--- src/spmd_pkg.sv ---
`timescale 1ns / 1ps
`default_nettype none

package spmd_pkg;

    localparam int SIGNAL_COUNT = 31;
    localparam int SIG_TOP      = (SIGNAL_COUNT > 31) ? 31 : SIGNAL_COUNT;

    localparam int SET_W = 32;
    localparam int SIG_W = 5;

    // signals 1..SIG_TOP
    localparam logic [SET_W-1:0] SIG_MASK =
        SET_W'(((64'd1 << (SIG_TOP + 1)) - 64'd2));

    localparam logic [SIG_W-1:0] SIG_HUP  = 5'd1;
    localparam logic [SIG_W-1:0] SIG_INT  = 5'd2;
    localparam logic [SIG_W-1:0] SIG_QUIT = 5'd3;
    localparam logic [SIG_W-1:0] SIG_ILL  = 5'd4;
    localparam logic [SIG_W-1:0] SIG_TRAP = 5'd5;
    localparam logic [SIG_W-1:0] SIG_ABRT = 5'd6;
    localparam logic [SIG_W-1:0] SIG_KILL = 5'd9;
    localparam logic [SIG_W-1:0] SIG_TERM = 5'd15;

    localparam logic [SET_W-1:0] TERM_DEFAULT_MASK =
        (SET_W'(1) << SIG_INT) | (SET_W'(1) << SIG_QUIT) | (SET_W'(1) << SIG_ILL) |
        (SET_W'(1) << SIG_ABRT) | (SET_W'(1) << SIG_TERM);
    localparam logic [SET_W-1:0] STOP_DEFAULT_MASK =
        (SET_W'(1) << SIG_HUP) | (SET_W'(1) << SIG_TRAP);
    localparam logic [SET_W-1:0] HANDLER_IGNORED =
        SET_W'(1) | (SET_W'(1) << SIG_KILL);

    localparam logic [2:0] OPC_SEND    = 3'd0;
    localparam logic [2:0] OPC_BLOCK   = 3'd1;
    localparam logic [2:0] OPC_UNBLOCK = 3'd2;
    localparam logic [2:0] OPC_DELIVER = 3'd3;
    localparam logic [2:0] OPC_QUERY   = 3'd4;

    localparam int CMDQ_DEPTH = 2;
    localparam int CMDQ_AW    = $clog2(CMDQ_DEPTH);
    localparam int CMDQ_CW    = $clog2(CMDQ_DEPTH + 1);

    localparam int CFG_AW = 3;

    typedef enum logic [2:0] {
        OP_SEND,
        OP_BLOCK,
        OP_UNBLOCK,
        OP_DELIVER,
        OP_QUERY,
        OP_OTHER
    } t_op;

    typedef enum logic [2:0] {
        ACT_NOTHING  = 3'd0,
        ACT_BASIC    = 3'd1,
        ACT_EXTENDED = 3'd2,
        ACT_TERM     = 3'd3,
        ACT_STOP     = 3'd4,
        ACT_NO_DEF   = 3'd5
    } t_action;

    typedef enum logic [1:0] {
        PS_RUNNING    = 2'd0,
        PS_STOPPED    = 2'd1,
        PS_TERMINATED = 2'd2
    } t_pstate;

    typedef enum logic {
        CFG_PRESENT  = 1'b0,
        CFG_EXTENDED = 1'b1
    } t_cfg_reg;

    typedef struct packed {
        t_op              op;
        logic             ok;
        logic [SIG_W-1:0] sig;
    } t_cmd;

    typedef struct packed {
        logic             status;
        logic [SIG_W-1:0] delivered_signal;
        t_action          action;
        logic             is_blocked;
        t_pstate          process_state;
        logic             last;
    } t_res;

    function automatic logic [SIG_W-1:0] onehot_index(input logic [SET_W-1:0] v);
        logic [SIG_W-1:0] idx;
        idx = '0;
        for (int i = 0; i < SET_W; i++) begin
            if (v[i]) begin
                idx = idx | SIG_W'(i);
            end
        end
        return idx;
    endfunction

endpackage

`default_nettype wire

--- src/spmd_front.sv ---
`timescale 1ns / 1ps
`default_nettype none

module spmd_front (
    input  wire                    i_clk,
    input  wire                    i_rst_n,
    input  wire                    i_push,
    output logic                   o_full,
    input  wire  [2:0]             i_opcode,
    input  wire  [5:0]             i_signal_number,
    output logic                   o_cmd_valid,
    output spmd_pkg::t_cmd         o_cmd,
    input  wire                    i_cmd_pop
);

    spmd_pkg::t_cmd                     r_q [spmd_pkg::CMDQ_DEPTH];
    logic [spmd_pkg::CMDQ_AW-1:0]       r_wr_ptr;
    logic [spmd_pkg::CMDQ_AW-1:0]       r_rd_ptr;
    logic [spmd_pkg::CMDQ_CW-1:0]       r_count;
    spmd_pkg::t_cmd                     cmd_in;
    logic                               wr_en;
    logic                               rd_en;

    // classify
    always_comb begin
        cmd_in.ok  = (i_signal_number != 6'd0) &&
                     (i_signal_number <= 6'(spmd_pkg::SIG_TOP));
        cmd_in.sig = cmd_in.ok ? i_signal_number[spmd_pkg::SIG_W-1:0] : '0;
        case (i_opcode)
            spmd_pkg::OPC_SEND:    cmd_in.op = spmd_pkg::OP_SEND;
            spmd_pkg::OPC_BLOCK:   cmd_in.op = spmd_pkg::OP_BLOCK;
            spmd_pkg::OPC_UNBLOCK: cmd_in.op = spmd_pkg::OP_UNBLOCK;
            spmd_pkg::OPC_DELIVER: cmd_in.op = spmd_pkg::OP_DELIVER;
            spmd_pkg::OPC_QUERY:   cmd_in.op = spmd_pkg::OP_QUERY;
            default:               cmd_in.op = spmd_pkg::OP_OTHER;
        endcase
    end

    assign o_full      = (r_count == spmd_pkg::CMDQ_CW'(spmd_pkg::CMDQ_DEPTH));
    assign o_cmd_valid = (r_count != '0);
    assign o_cmd       = r_q[r_rd_ptr];
    assign wr_en       = i_push && !o_full;
    assign rd_en       = i_cmd_pop && o_cmd_valid;

    always_ff @(posedge i_clk) begin
        if (wr_en) begin
            r_q[r_wr_ptr] <= cmd_in;
        end
    end

    always_ff @(posedge i_clk) begin
        if (!i_rst_n) begin
            r_wr_ptr <= '0;
            r_rd_ptr <= '0;
            r_count  <= '0;
        end else begin
            if (wr_en) begin
                r_wr_ptr <= r_wr_ptr + 1'b1;
            end
            if (rd_en) begin
                r_rd_ptr <= r_rd_ptr + 1'b1;
            end
            case ({wr_en, rd_en})
                2'b10:   r_count <= r_count + 1'b1;
                2'b01:   r_count <= r_count - 1'b1;
                default: r_count <= r_count;
            endcase
        end
    end

endmodule

`default_nettype wire

--- src/spmd_back.sv ---
`timescale 1ns / 1ps
`default_nettype none

module spmd_back (
    input  wire                              i_clk,
    input  wire                              i_rst_n,
    input  wire                              i_cmd_valid,
    input  spmd_pkg::t_cmd                   i_cmd,
    output logic                             o_cmd_pop,
    input  wire  [spmd_pkg::SET_W-1:0]       i_present_mask,
    input  wire  [spmd_pkg::SET_W-1:0]       i_extended_mask,
    output logic                             o_res_valid,
    output spmd_pkg::t_res                   o_res,
    input  wire                              i_res_pop
);

    logic [spmd_pkg::SET_W-1:0] r_pending;
    logic [spmd_pkg::SET_W-1:0] r_blocked;
    spmd_pkg::t_pstate          r_pstate;
    logic                       r_out_valid;
    spmd_pkg::t_res             r_out;

    logic [spmd_pkg::SET_W-1:0] n_pending;
    logic [spmd_pkg::SET_W-1:0] n_blocked;
    spmd_pkg::t_pstate          n_pstate;
    spmd_pkg::t_res             n_out;

    logic                       advance;
    logic [spmd_pkg::SET_W-1:0] sig_bit;
    logic [spmd_pkg::SET_W-1:0] deliverable;
    logic [spmd_pkg::SET_W-1:0] lowest;
    logic [spmd_pkg::SET_W-1:0] remaining;
    logic [spmd_pkg::SET_W-1:0] present;
    logic [spmd_pkg::SIG_W-1:0] low_idx;

    assign advance     = i_cmd_valid && (!r_out_valid || i_res_pop);
    assign sig_bit     = spmd_pkg::SET_W'(1) << i_cmd.sig;
    assign deliverable = r_pending & ~r_blocked & spmd_pkg::SIG_MASK;
    assign lowest      = deliverable & (~deliverable + 1'b1);
    assign remaining   = deliverable & ~lowest;
    assign low_idx     = spmd_pkg::onehot_index(lowest);
    assign present     = i_present_mask & ~spmd_pkg::HANDLER_IGNORED;

    always_comb begin
        n_pending = r_pending;
        n_blocked = r_blocked;
        n_pstate  = r_pstate;
        o_cmd_pop = advance;
        n_out.status           = 1'b0;
        n_out.delivered_signal = '0;
        n_out.action           = spmd_pkg::ACT_NOTHING;
        n_out.is_blocked       = 1'b0;
        n_out.last             = 1'b1;
        case (i_cmd.op)
            spmd_pkg::OP_SEND: begin
                n_out.status = !i_cmd.ok;
                if (i_cmd.ok) begin
                    if (i_cmd.sig == spmd_pkg::SIG_KILL) begin
                        n_pstate = spmd_pkg::PS_TERMINATED;
                    end else begin
                        n_pending = r_pending | sig_bit;
                    end
                end
            end
            spmd_pkg::OP_BLOCK: begin
                n_out.status = !i_cmd.ok;
                if (i_cmd.ok && i_cmd.sig != spmd_pkg::SIG_KILL) begin
                    n_blocked = r_blocked | sig_bit;
                end
            end
            spmd_pkg::OP_UNBLOCK: begin
                n_out.status = !i_cmd.ok;
                if (i_cmd.ok) begin
                    n_blocked = r_blocked & ~sig_bit;
                end
            end
            spmd_pkg::OP_QUERY: begin
                n_out.status     = !i_cmd.ok;
                n_out.is_blocked = i_cmd.ok && r_blocked[i_cmd.sig];
            end
            spmd_pkg::OP_DELIVER: begin
                if (deliverable != '0) begin
                    // one signal per beat, lowest first
                    n_pending              = r_pending & ~lowest;
                    n_out.delivered_signal = low_idx;
                    n_out.last             = (remaining == '0);
                    o_cmd_pop              = advance && (remaining == '0);
                    if ((present & lowest) != '0) begin
                        n_out.action = ((i_extended_mask & lowest) != '0) ?
                                       spmd_pkg::ACT_EXTENDED : spmd_pkg::ACT_BASIC;
                    end else if ((spmd_pkg::TERM_DEFAULT_MASK & lowest) != '0) begin
                        n_out.action = spmd_pkg::ACT_TERM;
                        n_pstate     = spmd_pkg::PS_TERMINATED;
                    end else if ((spmd_pkg::STOP_DEFAULT_MASK & lowest) != '0) begin
                        n_out.action = spmd_pkg::ACT_STOP;
                        if (r_pstate != spmd_pkg::PS_TERMINATED) begin
                            n_pstate = spmd_pkg::PS_STOPPED;
                        end
                    end else begin
                        n_out.action = spmd_pkg::ACT_NO_DEF;
                    end
                end
            end
            default: begin
            end
        endcase
        n_out.process_state = n_pstate;
    end

    always_ff @(posedge i_clk) begin
        if (advance) begin
            r_out <= n_out;
        end
    end

    always_ff @(posedge i_clk) begin
        if (!i_rst_n) begin
            r_pending   <= '0;
            r_blocked   <= '0;
            r_pstate    <= spmd_pkg::PS_RUNNING;
            r_out_valid <= 1'b0;
        end else begin
            if (advance) begin
                r_pending   <= n_pending;
                r_blocked   <= n_blocked;
                r_pstate    <= n_pstate;
                r_out_valid <= 1'b1;
            end else if (i_res_pop) begin
                r_out_valid <= 1'b0;
            end
        end
    end

    assign o_res_valid = r_out_valid;
    assign o_res       = r_out;

    a_term_final: assert property (@(posedge i_clk) disable iff (!i_rst_n)
        r_pstate == spmd_pkg::PS_TERMINATED |=> r_pstate == spmd_pkg::PS_TERMINATED)
        else $error("terminated state left");

    a_pop_needs_advance: assert property (@(posedge i_clk) disable iff (!i_rst_n)
        o_cmd_pop |-> advance)
        else $error("command popped without a result beat");

    a_deliver_clears: assert property (@(posedge i_clk) disable iff (!i_rst_n)
        advance && i_cmd.op == spmd_pkg::OP_DELIVER && deliverable != '0
        |=> (r_pending & $past(lowest)) == '0)
        else $error("delivered signal still pending");

    a_state_matches_out: assert property (@(posedge i_clk) disable iff (!i_rst_n)
        r_out_valid |-> r_out.process_state == r_pstate)
        else $error("result state out of step");

endmodule

`default_nettype wire

--- src/signal_pending_mask_dispatcher.sv ---
// Signal pending/blocked mask dispatcher. Items go in through push/full and results come out
// through empty/pop, both queue-style. A two-entry command queue decouples intake from the
// execution unit, which produces one result beat per cycle into an output register when it
// is free or popped: send, block, unblock, query and unknown opcodes give one result each, a
// deliver gives one result per deliverable signal (at least one), lowest signal first, with
// last set on the final one. An item passes the command queue, then the output register; a
// deliver stays queued until its last signal. The user must write the handler masks over the
// APB port (present at 0x0, extended at 0x4) while idle; the block does not enforce it.
`timescale 1ns / 1ps
`default_nettype none

module signal_pending_mask_dispatcher (
    input  wire                          i_clk,
    input  wire                          i_rst_n,
    input  wire                          push,
    output logic                         full,
    input  wire  [2:0]                   i_opcode,
    input  wire  [5:0]                   i_signal_number,
    output logic                         empty,
    input  wire                          pop,
    output logic                         o_status,
    output logic [4:0]                   o_delivered_signal,
    output logic [2:0]                   o_action,
    output logic                         o_is_blocked,
    output logic [1:0]                   o_process_state,
    output logic                         o_last,
    input  wire                          psel,
    input  wire                          penable,
    input  wire                          pwrite,
    input  wire  [spmd_pkg::CFG_AW-1:0]  paddr,
    input  wire  [31:0]                  pwdata,
    output logic [31:0]                  prdata,
    output logic                         pready
);

    logic [spmd_pkg::SET_W-1:0] r_present_mask;
    logic [spmd_pkg::SET_W-1:0] r_extended_mask;
    logic                       cfg_wr;
    spmd_pkg::t_cfg_reg         cfg_sel;

    logic                       cmd_valid;
    spmd_pkg::t_cmd             cmd;
    logic                       cmd_pop;
    logic                       res_valid;
    spmd_pkg::t_res             res;

    assign pready  = 1'b1;
    assign cfg_sel = spmd_pkg::t_cfg_reg'(paddr[2]);
    assign cfg_wr  = psel && penable && pwrite && pready;

    always_ff @(posedge i_clk) begin
        if (!i_rst_n) begin
            r_present_mask  <= '0;
            r_extended_mask <= '0;
        end else if (cfg_wr) begin
            case (cfg_sel)
                spmd_pkg::CFG_PRESENT:  r_present_mask  <= pwdata;
                spmd_pkg::CFG_EXTENDED: r_extended_mask <= pwdata;
                default: begin
                end
            endcase
        end
    end

    always_comb begin
        case (cfg_sel)
            spmd_pkg::CFG_PRESENT:  prdata = r_present_mask;
            spmd_pkg::CFG_EXTENDED: prdata = r_extended_mask;
            default:                prdata = '0;
        endcase
    end

    spmd_front u_front (
        .i_clk           (i_clk),
        .i_rst_n         (i_rst_n),
        .i_push          (push),
        .o_full          (full),
        .i_opcode        (i_opcode),
        .i_signal_number (i_signal_number),
        .o_cmd_valid     (cmd_valid),
        .o_cmd           (cmd),
        .i_cmd_pop       (cmd_pop)
    );

    spmd_back u_back (
        .i_clk           (i_clk),
        .i_rst_n         (i_rst_n),
        .i_cmd_valid     (cmd_valid),
        .i_cmd           (cmd),
        .o_cmd_pop       (cmd_pop),
        .i_present_mask  (r_present_mask),
        .i_extended_mask (r_extended_mask),
        .o_res_valid     (res_valid),
        .o_res           (res),
        .i_res_pop       (pop)
    );

    assign empty              = !res_valid;
    assign o_status           = res.status;
    assign o_delivered_signal = res.delivered_signal;
    assign o_action           = res.action;
    assign o_is_blocked       = res.is_blocked;
    assign o_process_state    = res.process_state;
    assign o_last             = res.last;

endmodule

`default_nettype wire
--- config.mk ---
export PLATFORM = sky130hd
export DESIGN_NAME = signal_pending_mask_dispatcher
export DESIGN_NICKNAME = d
export VERILOG_FILES = /design/src/spmd_pkg.sv /design/src/spmd_front.sv /design/src/spmd_back.sv /design/src/signal_pending_mask_dispatcher.sv
export SDC_FILE = /design/constraint.sdc
export NUM_CORES = 1
export LEC_CHECK = 0
export BUFFER_PORTS_ARGS = -buffer_cell sky130_fd_sc_hd__buf_4
export CAP_MARGIN = 30
export CELL_PAD_IN_SITES_DETAIL_PLACEMENT = 0
export CELL_PAD_IN_SITES_GLOBAL_PLACEMENT = 1
export CORE_MARGIN = 1.5
export CORE_UTILIZATION = 35
export CTS_CLUSTER_SIZE = 16
export DETAILED_ROUTE_END_ITERATION = 10
export PLACE_DENSITY_LB_ADDON = 0.1
export SLEW_MARGIN = 15
export SYNTH_ARGS = -nofsm -noshare
export SYNTH_HDL_FRONTEND = slang
export SYNTH_HIERARCHICAL = 1
export SYNTH_SLANG_ARGS = --single-unit
--- constraint.sdc ---
create_clock -name i_clk -period 3.6 [get_ports i_clk]
set_input_delay 0.54 -clock i_clk [delete_from_list [all_inputs] [get_ports i_clk]]
set_output_delay 0.54 -clock i_clk [all_outputs]
set_load 0.01 [all_outputs]
# Yosys cells after proc, flatten, opt, wreduce, memory -nomap -nowiden
# Memories as Yosys holds them, arrays and structs flattened. A register that Yosys moved wholly into a read port is not among the register bits.
# Index checks and enable logic that the tools add are counted.
dict set report word_totals {
  wordCells 221
  ff_bits 148
  ram_bits 18
  memories 1
}
dict set report op_classes {
  n_eq_ne 29
  n_mux 126
  shift 1
  n_reduce_logical 28
  n_bitwise 14
  n_lt_le_gt_ge 2
  add_sub_neg 5
}
# memory depth word_bits rd rd_clocked_by_memory_dff wr line
set memory_table {}
lappend memory_table {u_front.r_q 2 9 1 1 1 spmd_front.sv:16} ;# spmd_pkg::t_cmd r_q [spmd_pkg::CMDQ_DEPTH];
# op n
set ops {}
lappend ops {{2-to-1 mux 32 bit} 25}
lappend ops {{bitwise AND 32 bit} 7}
lappend ops {{case mux 32 bit (2 select lines)} 3}
lappend ops {{nonzero test 32 bit} 5}
lappend ops {{inverter 32 bit} 4}
lappend ops {{2-to-1 mux 5 bit} 17}
lappend ops {{OR 32 bit} 2}
lappend ops {{2-to-1 mux 2 bit} 31}
lappend ops {{2-to-1 mux 3 bit} 15}
lappend ops {{adder 32 x 1 -> 32 bit (second input constant)} 1}
lappend ops {{zero test 32 bit} 1}
lappend ops {{2-to-1 mux 4 bit} 8}
lappend ops {{left shift 1 x 5 -> 32 bit (first input constant)} 1}
lappend ops {{2-to-1 mux 1 bit} 21}
lappend ops {{2-to-1 mux 8 bit} 2}
lappend ops {{case mux 3 bit (5 select lines)} 1}
lappend ops {{== test 3 x 2 -> 1 bit (second input constant)} 4}
lappend ops {{!= test 3 x 1 -> 1 bit (second input constant)} 4}
lappend ops {{!= test 3 x 2 -> 1 bit (second input constant)} 4}
lappend ops {{!= test 2 x 1 -> 1 bit (second input constant)} 5}
lappend ops {{logical AND 1 bit} 9}
lappend ops {{case mux 2 bit (2 select lines)} 2}
lappend ops {{== test 3 x 1 -> 1 bit (second input constant)} 2}
lappend ops {{== test 3 bit (second input constant)} 2}
lappend ops {{22 further kinds} 29}

# Logic depth before layout (Yosys ltp)
# Gate-level depths: netlist of run 1.
dict set report logic_depth {
  word_depth 38
  ltp_mapped 18
}

# Hierarchy
# The synthesis of run 1 kept the hierarchy.
# mod instances cells_per_inst seq_area_each_um2 area_per_inst_um2
set modules_own_cells {}
lappend modules_own_cells {spmd_back 1 654 1711.6 5341.4}
lappend modules_own_cells {signal_pending_mask_dispatcher 1 283 1281.2 2813.9}
lappend modules_own_cells {spmd_front 1 66 640.6 939.7}

# Worst setup path before layout of run 1
# Ideal clock, no wire load.
dict set report synth_timing {
  path_type {register -> register}
  from {reg with a tool-made name}
  to {reg u_front/r_count[1] (netlist name)}
  stages_incl_launch_ff 18
  synth_period_minus_slack_ns 3.140
  setup_time_ns 0.070
  t_required_ns 3.530
  arrival_ns 3.071
  setup_slack_ns 0.460
  cell_sequence {dfxtp_1 -> nand2b_1 -> buf_6 -> and3_1 -> buf_6 -> and4_4 -> buf_6 -> nand4_2 -> buf_2 -> o21ai_1 -> nand3_1 -> nor4_1 -> nand4_1 -> a21oi_1 -> o21a_1 -> ha_1 -> or3_1 -> a21oi_1}
}
# item line
set synth_rtl {}
lappend synth_rtl {{end signal: assignment} spmd_front.sv:64} ;# 2'b10: r_count <= r_count + 1'b1;
lappend synth_rtl {{end signal: assignment} spmd_front.sv:65} ;# 2'b01: r_count <= r_count - 1'b1;
lappend synth_rtl {{end signal: assignment} spmd_front.sv:66} ;# default: r_count <= r_count;
lappend synth_rtl {{end: declaration} spmd_front.sv:19} ;# logic [spmd_pkg::CMDQ_CW-1:0] r_count;

==> results.json, run 1 <==
{
  "status": "complete, no violations",
  "path_common_cell": "nand3_1",
  "numPortBuffers": 95,
  "worstSetupPathType": "flop to flop",
  "synth_top_area_frac": 0.297,
  "antenna_cells": 0,
  "cts_root_buf": "clkbuf_16",
  "synthArstFlopShare": 0,
  "arrival_ps": 3820,
  "clk_pin_slew_worst_paths_ps": 70,
  "cp_slowest_cell": "or3_1",
  "synthesis.nets": 1055,
  "seq_area_frac_synth": 0.400,
  "wl_per_cell_microns": 21.4,
  "die_h_microns": 164,
  "ys.flop_type": "dfxtp_1",
  "dieWidth_microns": 164,
  "grt_pass1_vias": 7897,
  "tritoncts": "done",
  "crit_path_end_kind": "flop",
  "cts_sinks": 166,
  "io_pins": 99,
  "grt_pass1_wl_mm": 47.8,
  "start_util": 0.359,
  "setup_ws_ps": 145,
  "antenna_left": 0,
  "grt_max_degree": 85,
  "synth.area.top_cells": "dfxtp_1 (30%), mux2i_1 (10%), edfxtp_1 (10%)",
  "finalPower_uw": 5330,
  "nets": 1189,
  "cp.required_ps": 3970,
  "fin_crit_sh": 0.960,
  "syn_area_sq_mm": 0.00909,
  "numCtsBuffers": 17,
  "drive_above_1_share": 0.257,
  "vdd_drop_max_mv": 0.311,
  "synth.distinct_cells": 82,
  "overflow": 0,
  "leakage_uw": 0.00471,
  "syn_area_per_cell_sq_um": 9.07,
  "relSlewSlack": 0.410,
  "hp-class": "primary input to flop",
  "clkLatencyLatePin_ps": 440,
  "core_sq_mm": 0.0253,
  "powerDensity_mw_per_mm2": 478,
  "antenna_found_initial": 0,
  "hold_buffers": 0,
  "dp_hpwl_mm": 24.0,
  "fmax_ghz": 0.289,
  "maxCapViolations": 0,
  "fin_crit_ps": 3460,
  "grt_use_total": 0.241,
  "finalSetupViolCount": 0,
  "drt_pass1_iterations": 5,
  "dieArea_sq_mm": 0.0270,
  "num_rows": 58,
  "post-place-ws_ps": 109,
  "drt-vias-per-instance": 5.49,
  "fin_skew_ps": 10.4,
  "htreeDepth": 4,
  "slew_viol_final": 0,
  "synth_top_area_cell": "dfxtp_1",
  "place_congestion": 0.946,
  "netlist_instances": 1003,
  "drtIter0Drc": 728,
  "yosysWarnings": 6,
  "hold_ws_ps": 306,
  "rsz0062_at_grt": "false",
  "vias": 8118,
  "syn_to_final_growth_pct": 22.8,
  "tightestPinTransition_ps": 885,
  "drt_wl_total_mm": 31.7,
  "critical_path.cell_chain": "nand2b_1, nand3_1, maj3_1, or3_1, nand3_1, nand3_1, nor4_1, nand4_1, a21oi_1, o21a_1, ha_1, or3_1, a21oi_1",
  "setup-tns-final_ps": 0,
  "synth_edf_count": 31,
  "drc": 0,
  "hold_violations": 0,
  "crit_fanout": 6,
  "slowest_delay_ps": 370,
  "startpoint_type": "flop",
  "fillers": 2600,
  "cts.path.max_buffers": 2,
  "ys_seq_elements": 166
}
-- synth_stat cells (23+ instances only) --
cell	number
o21ai_1	24
mux2i_1	95
nor2_1	79
clkbuf_1	31
nor2b_1	39
mux2_2	41
nand2_1	157
nand2b_1	29
nand3_1	36
nor3_1	27
edfxtp_1	31
dfxtp_1	135
a21oi_1	23
-- cells in the final DEF, fill, tap and decap left out, types with 5 or more instances in the layout --
master	netlist	layout
nand4_1	21	21
mux2_2	41	41
nor3_2	2	5
mux4_2	10	10
nand2b_1	29	27
nor3_1	27	24
nor2_1	79	79
nand3_1	36	35
a211oi_1	5	5
buf_4	4	177
a31oi_1	11	11
o22ai_1	6	6
mux2i_1	95	95
and3_1	7	7
o311ai_1	9	9
dfxtp_1	135	135
nand2_1	157	156
nand3b_1	5	5
o21ai_0	21	21
o211ai_1	13	13
nor2b_1	39	39
o21ai_1	24	24
a21oi_1	23	23
or3_1	5	5
clkbuf_16	0	17
nor4_1	11	10
edfxtp_1	31	31
inv_1	15	15
inv_6	0	6
-- worst max-delay path: cells and delay by family, from the launching register on --
| kind | cells | cell delay (ps) |
|---|---|---|
| AOI/OAI and AO/OA | 3 | 570 |
| adders and majority gates | 2 | 620 |
| DFF | 1 | 340 |
| and+or+nand+nor | 8 | 1850 |
-- timing repair --
action / in CTS / in global routing
endpoints found under the setup margin: 0 / 1
setup buffers: 0 / 1
gates resized for setup: 0 / 10
-- kinds of logic (layout without fill, tap and decap cells) --
family / after synthesis / count (layout) / synth area share
XOR/XNOR: 3 / 3 / 0.00289
flip-flops: 166 / 166 / 0.400
buffers and inverters: 78 / 225 / 0.0429
AND/OR/NAND/NOR: 452 / 452 / 0.254
adder cells (fa/ha/maj): 3 / 3 / 0.00358
other: 1 / 1 / 0.000412
AO/OA/AOI/OAI: 154 / 154 / 0.116
multiplexers: 146 / 146 / 0.180
-- power by group --
group | leakage, uW | switching [uW] | internal, uW
registers | 0.00139 | 88.2 | 2070
clock network | 0.000296 | 875 | 1060
logic | 0.00303 | 767 | 478
-- path summary, 6_finish.rpt --
kind                                     startpoint                   to  slack, ps  cells after the start
worst max-delay path                           flop   u_front/r_count[1]        140                     13
worst min-delay path                    i_opcode[2]    u_front/r_q[1][8]        310                      1
worst max register to register                 flop   u_front/r_count[1]        140                     13
worst min register to register  u_back/r_pending[9]  u_back/r_pending[9]        440                      2
-- layout make-up --
type                            count  area [sq um]  area share
Tap cell                          330           413      0.0370
Multi-Input combinational cell    759          5120       0.459
Clock buffer                       17           425      0.0381
Timing Repair Buffer              177          1330       0.119
Sequential cell                   166          3630       0.325
Inverter                           16          60.1     0.00538
Clock inverter                     15           184      0.0165
-- through the flow --
step / util / std cells / cell area (sq um)
2_1_floorplan: - / 1003 / 9090
3_3_place_gp: 0.415 / 1447 / 10500
3_5_place_dp: 0.415 / 1447 / 10500
4_1_cts: 0.439 / 1479 / 11100
5_1_grt: 0.441 / 1480 / 11200
6_report: 0.441 / 1480 / 11200
-- metal layers --
metal	wire, microns	track usage	vias to the layer above
met3	1470	0.0482	46
met5	0	0	-
met4	652	0.0686	0
met1	14500	0.321	3961
li1	-	-	3900
met2	15100	0.393	211
(Power assumes the default switching activity.)
==> inputs of run 2 (changes only) <==
CTS_BUF_LIST = sky130_fd_sc_hd__clkbuf_2   (was not set)
CTS_CLUSTER_SIZE = not set   (was 16)
SLEW_MARGIN = 25   (was 15)
==> results.json, run 2 (synthesis results as in run 1) <==
{
  "grt_use_met1": 0.322,
  "grt_max_degree": 85,
  "grt_pass1_wl_mm": 48.0,
  "drtIter0Drc": 655,
  "overflow": 0,
  "arrival_ps": 4120,
  "fmax_ghz": 0.294,
  "drt_wl_total_mm": 32.0,
  "vias": 8270,
  "crit_path_end_kind": "flop",
  "top_usage_layer": "met2",
  "hold_violations": 0,
  "finalSetupViolCount": 0,
  "fin_crit_sh": 0.946,
  "multi_input_comb_area_sq_mm": 0.00513,
  "fin_crit_ps": 3410,
  "hold_path_depth": 2,
  "worstSetupPathType": "flop to flop",
  "antenna_left": 0,
  "numPortBuffers": 95,
  "antenna_found_initial": 1,
  "start_util": 0.359,
  "vdd_drop_max_mv": 0.247,
  "status": "complete, no violations",
  "die_h_microns": 164,
  "drt-vias-per-instance": 5.44,
  "htreeDepth": 4,
  "final_cell_mix": "buf_4 (177), nand2_1 (156), dfxtp_1 (129)",
  "relSlewSlack": 0.410,
  "place_congestion": 0.946,
  "grt_use_total": 0.241,
  "tritoncts": "done",
  "dieWidth_microns": 164,
  "final_common_cell": "buf_4",
  "worst_r2r_path_depth": 12,
  "grt_pass1_vias": 7953,
  "powerDensity_mw_per_mm2": 408,
  "fillers": 2595,
  "crit_fanout": 3,
  "startpoint_type": "flop",
  "leakage_uw": 0.00474,
  "drc": 0,
  "grtUsageMet2": 0.399,
  "wl_per_cell_microns": 21.0,
  "hp-class": "primary input to flop",
  "cp.required_ps": 4320,
  "tightestPinTransition_ps": 885,
  "stdcell_count": 1520,
  "dp_hpwl_mm": 24.0,
  "cts_root_buf": "clkbuf_2",
  "core_sq_mm": 0.0253,
  "nets": 1227,
  "setup_ws_ps": 195,
  "cts_sinks": 166,
  "syn_to_final_growth_pct": 23.5,
  "io_pins": 99,
  "seqCellArea_sq_mm": 0.00364,
  "grt_util_met3": 0.0449,
  "num_rows": 58,
  "dieArea_sq_mm": 0.0270,
  "drt_pass1_iterations": 6,
  "slew_viol_final": 0,
  "fin_skew_ps": 48.7,
  "drive_above_1_share": 0.256,
  "clk_pin_slew_worst_paths_ps": 310,
  "post-place-ws_ps": 109,
  "clkLatencyLatePin_ps": 780,
  "setup-tns-final_ps": 0,
  "maxCapViolations": 0,
  "hold_ws_ps": 81.1,
  "place_inst": 1447,
  "numCtsBuffers": 17,
  "cts.path.max_buffers": 2
}
-- run 2: what timing repair did --
item	CTS	global route
hold buffers	33	5
gates resized for setup	0	19
endpoints found under the hold margin	66	9
setup buffers	0	1
setup endpoints to repair	0	1
-- run 2: cell type report --
cell class,instances,share of cell area
multi-input cells,759,0.457
flip-flops and latches,166,0.324
repair buffers,215,0.152
well taps,330,0.0368
clock inverters,15,0.0164
clock buffers,17,0.00757
inverters,16,0.00535
diodes,2,0.000446
-- run 2: worst max-delay path: stages (launching register included) --
cell and delay [ps]:
dfxtp_1 380, nor2b_1 190, nor4_4 320, nand2_2 160, a221oi_1 320, o221ai_1 170, a211oi_1 410, nand4_1 250
a21oi_2 200, o21a_1 180, ha_1 270, or3_1 370, a21oi_1 150
-- run 2: through the flow --
stage,instance area [sq um],power (uW),utilization
after global routing,11200,4850,0.443
after floorplan,9090,2950,-
after detailed placement,10500,3440,0.415
after global placement,10500,3440,0.415
after CTS,11100,4610,0.438
final,11200,4590,0.443
-- run 2: worst paths after layout --
path | start | to | slack [ps]
setup / recovery | u_back/r_pending[26] | u_front/r_count[1] | 190
hold / removal | i_signal_number[3] | u_front/r_q[0][3] | 80
setup reg to reg | u_back/r_pending[26] | u_front/r_count[1] | 190
hold reg to reg | u_back/r_pending[9] | u_back/r_pending[9] | 450
-- run 2: where the power goes --
group	leakage, uW	total (uW)	switching (uW)	internal, uW
clock	0.000157	1140	787	356
combinational	0.00319	1280	774	507
sequential	0.00139	2160	88.4	2070
total	0.00474	4590	1650	2940
-- run 2: metal layers --
metal	share of wire	wire (microns)	up-vias
li1	-	-	3983
met1	0.45	14500	4017
met2	0.48	15400	234
met3	0.050	1580	36
met4	0.017	538	0
met5	0	0	-
==> inputs of run 3 (changes only) <==
SETUP_SLACK_MARGIN = 0.2   (was not set)
==> results.json, run 3 (synthesis results as in run 1) <==
{
  "status": "complete, no violations",
  "hold_ws_ps": 103,
  "numCtsBuffers": 17,
  "drt-vias-per-instance": 5.43,
  "grt_pass1_vias": 7960,
  "finalSetupViolCount": 0,
  "worstSetupPathType": "flop to flop",
  "core_sq_mm": 0.0253,
  "cts_sinks": 166,
  "maxCapViolations": 0,
  "syn_to_final_growth_pct": 24.7,
  "drtIter0Drc": 652,
  "drc": 0,
  "drt_pass1_iterations": 6,
  "num_rows": 58,
  "tightestPinTransition_ps": 887,
  "crit_fanout": 6,
  "drive_above_1_share": 0.276,
  "dieArea_sq_mm": 0.0270,
  "grt_use_met1": 0.324,
  "top_usage_layer": "met2",
  "fmax_ghz": 0.305,
  "final_cell_mix": "buf_4 (182), nand2_1 (155), dfxtp_1 (118)",
  "die_h_microns": 164,
  "antenna_found_initial": 1,
  "rsz0062_at_grt": "true",
  "fin_crit_sh": 0.909,
  "relSlewSlack": 0.409,
  "slew_viol_final": 0,
  "cp.required_ps": 4320,
  "leakage_uw": 0.00478,
  "dieWidth_microns": 164,
  "htreeDepth": 4,
  "clk_pin_slew_worst_paths_ps": 310,
  "place_inst": 1447,
  "place_congestion": 0.946,
  "numPortBuffers": 95,
  "grt_util_met3": 0.0462,
  "start_util": 0.359,
  "io_pins": 99,
  "vdd_drop_max_mv": 0.247,
  "antenna_left": 0,
  "grtUsageMet2": 0.400,
  "cts.path.max_buffers": 2,
  "final_common_cell": "buf_4",
  "hold_violations": 0,
  "grt_pass1_wl_mm": 48.2,
  "wl_per_cell_microns": 21.0,
  "arrival_ps": 3990,
  "fin_skew_ps": 49.3,
  "setup-tns-final_ps": 0,
  "overflow": 0,
  "grt_use_total": 0.242,
  "vias": 8280,
  "startpoint_type": "flop",
  "hp-class": "primary input to flop",
  "dp_hpwl_mm": 24.0,
  "fillers": 2578,
  "fin_crit_ps": 3270,
  "cts_root_buf": "clkbuf_2",
  "nets": 1234,
  "clkLatencyLatePin_ps": 780,
  "drt_wl_total_mm": 32.0,
  "grt_max_degree": 85,
  "tritoncts": "done",
  "stdcell_count": 1526,
  "crit_path_end_kind": "flop",
  "fin_util": 0.448,
  "powerDensity_mw_per_mm2": 406
}
## run 3: cell count changes in the layout (fill, tap and decap cells not counted), moves of 2 or more
cell and change:
buf_4 +5, dfxtp_1 -11, dfxtp_2 +10, dlygate4sd3_1 +2, nand2b_1 -4, nand2b_2 +4, nor2_1 -3, nor2_2 +3
o21ai_0 -3, o21ai_1 +3
## run 3: metal layers
| layer | part of all wire | wire length, microns |
|---|---|---|
| met4 | 0.015 | 494 |
| met1 | 0.45 | 14500 |
| met2 | 0.48 | 15400 |
| met3 | 0.051 | 1620 |
| met5 | 0 | 0 |
## run 3: final cells by class
type                    count  area, sq um  share of cell area
flip-flops and latches    166         3660               0.322
clock buffers              17         85.1             0.00750
well taps                 330          413              0.0364
inverters                  16         60.1             0.00530
multi-input cells         759         5170               0.456
diodes                      1         2.50            0.000221
repair buffers            222         1770               0.156
clock inverters            15          184              0.0162
## run 3: worst max-delay path, stage by stage, from the launching register on
cell      delay, ps
dfxtp_2         380
nor2b_1         170
nor3_2          310
and4_4          280
nand2_2         100
buf_4           180
a21oi_1         140
o21ai_1         110
a211oi_1        220
nand4_1         200
a21oi_2         190
o21a_1          170
ha_1            260
or3_1           370
a21oi_1         150
## run 3: what timing repair did
action                                  4_1_cts  5_1_grt
hold endpoints to repair                     66       13
endpoints found under the setup margin        1        7
hold buffers                                 33        7
setup buffers                                 2        4
gates resized for setup                      14       31
pin swaps                                     2        7
## run 3: path summary, 6_finish.rpt
| kind | depth (start not counted) | start | slack (ps) | end |
|---|---|---|---|---|
| worst max-delay path | 14 | u_back/r_pending[12] | 330 | u_front/r_count[1] |
| worst min-delay path | 2 | i_signal_number[4] | 100 | u_front/r_q[1][4] |
| worst max register to register | 14 | u_back/r_pending[12] | 330 | u_front/r_count[1] |
| worst min register to register | 2 | u_back/r_pending[9] | 450 | u_back/r_pending[9] |
## run 3: report_power, final
group	switching, uW	internal (uW)	total, uW
Sequential	87.9	2080	2160
Combinational	778	519	1300
Clock	790	356	1150
## run 3: through the flow
step                power [uW]  setup WS, ps  instance area, sq um
detailed placement        3440           109                 10500
finish                    4610           326                 11300
CTS                       4620           201                 11200
floorplan                 2950           460                  9090
global placement          3440           100                 10500
global route              4870           122                 11300
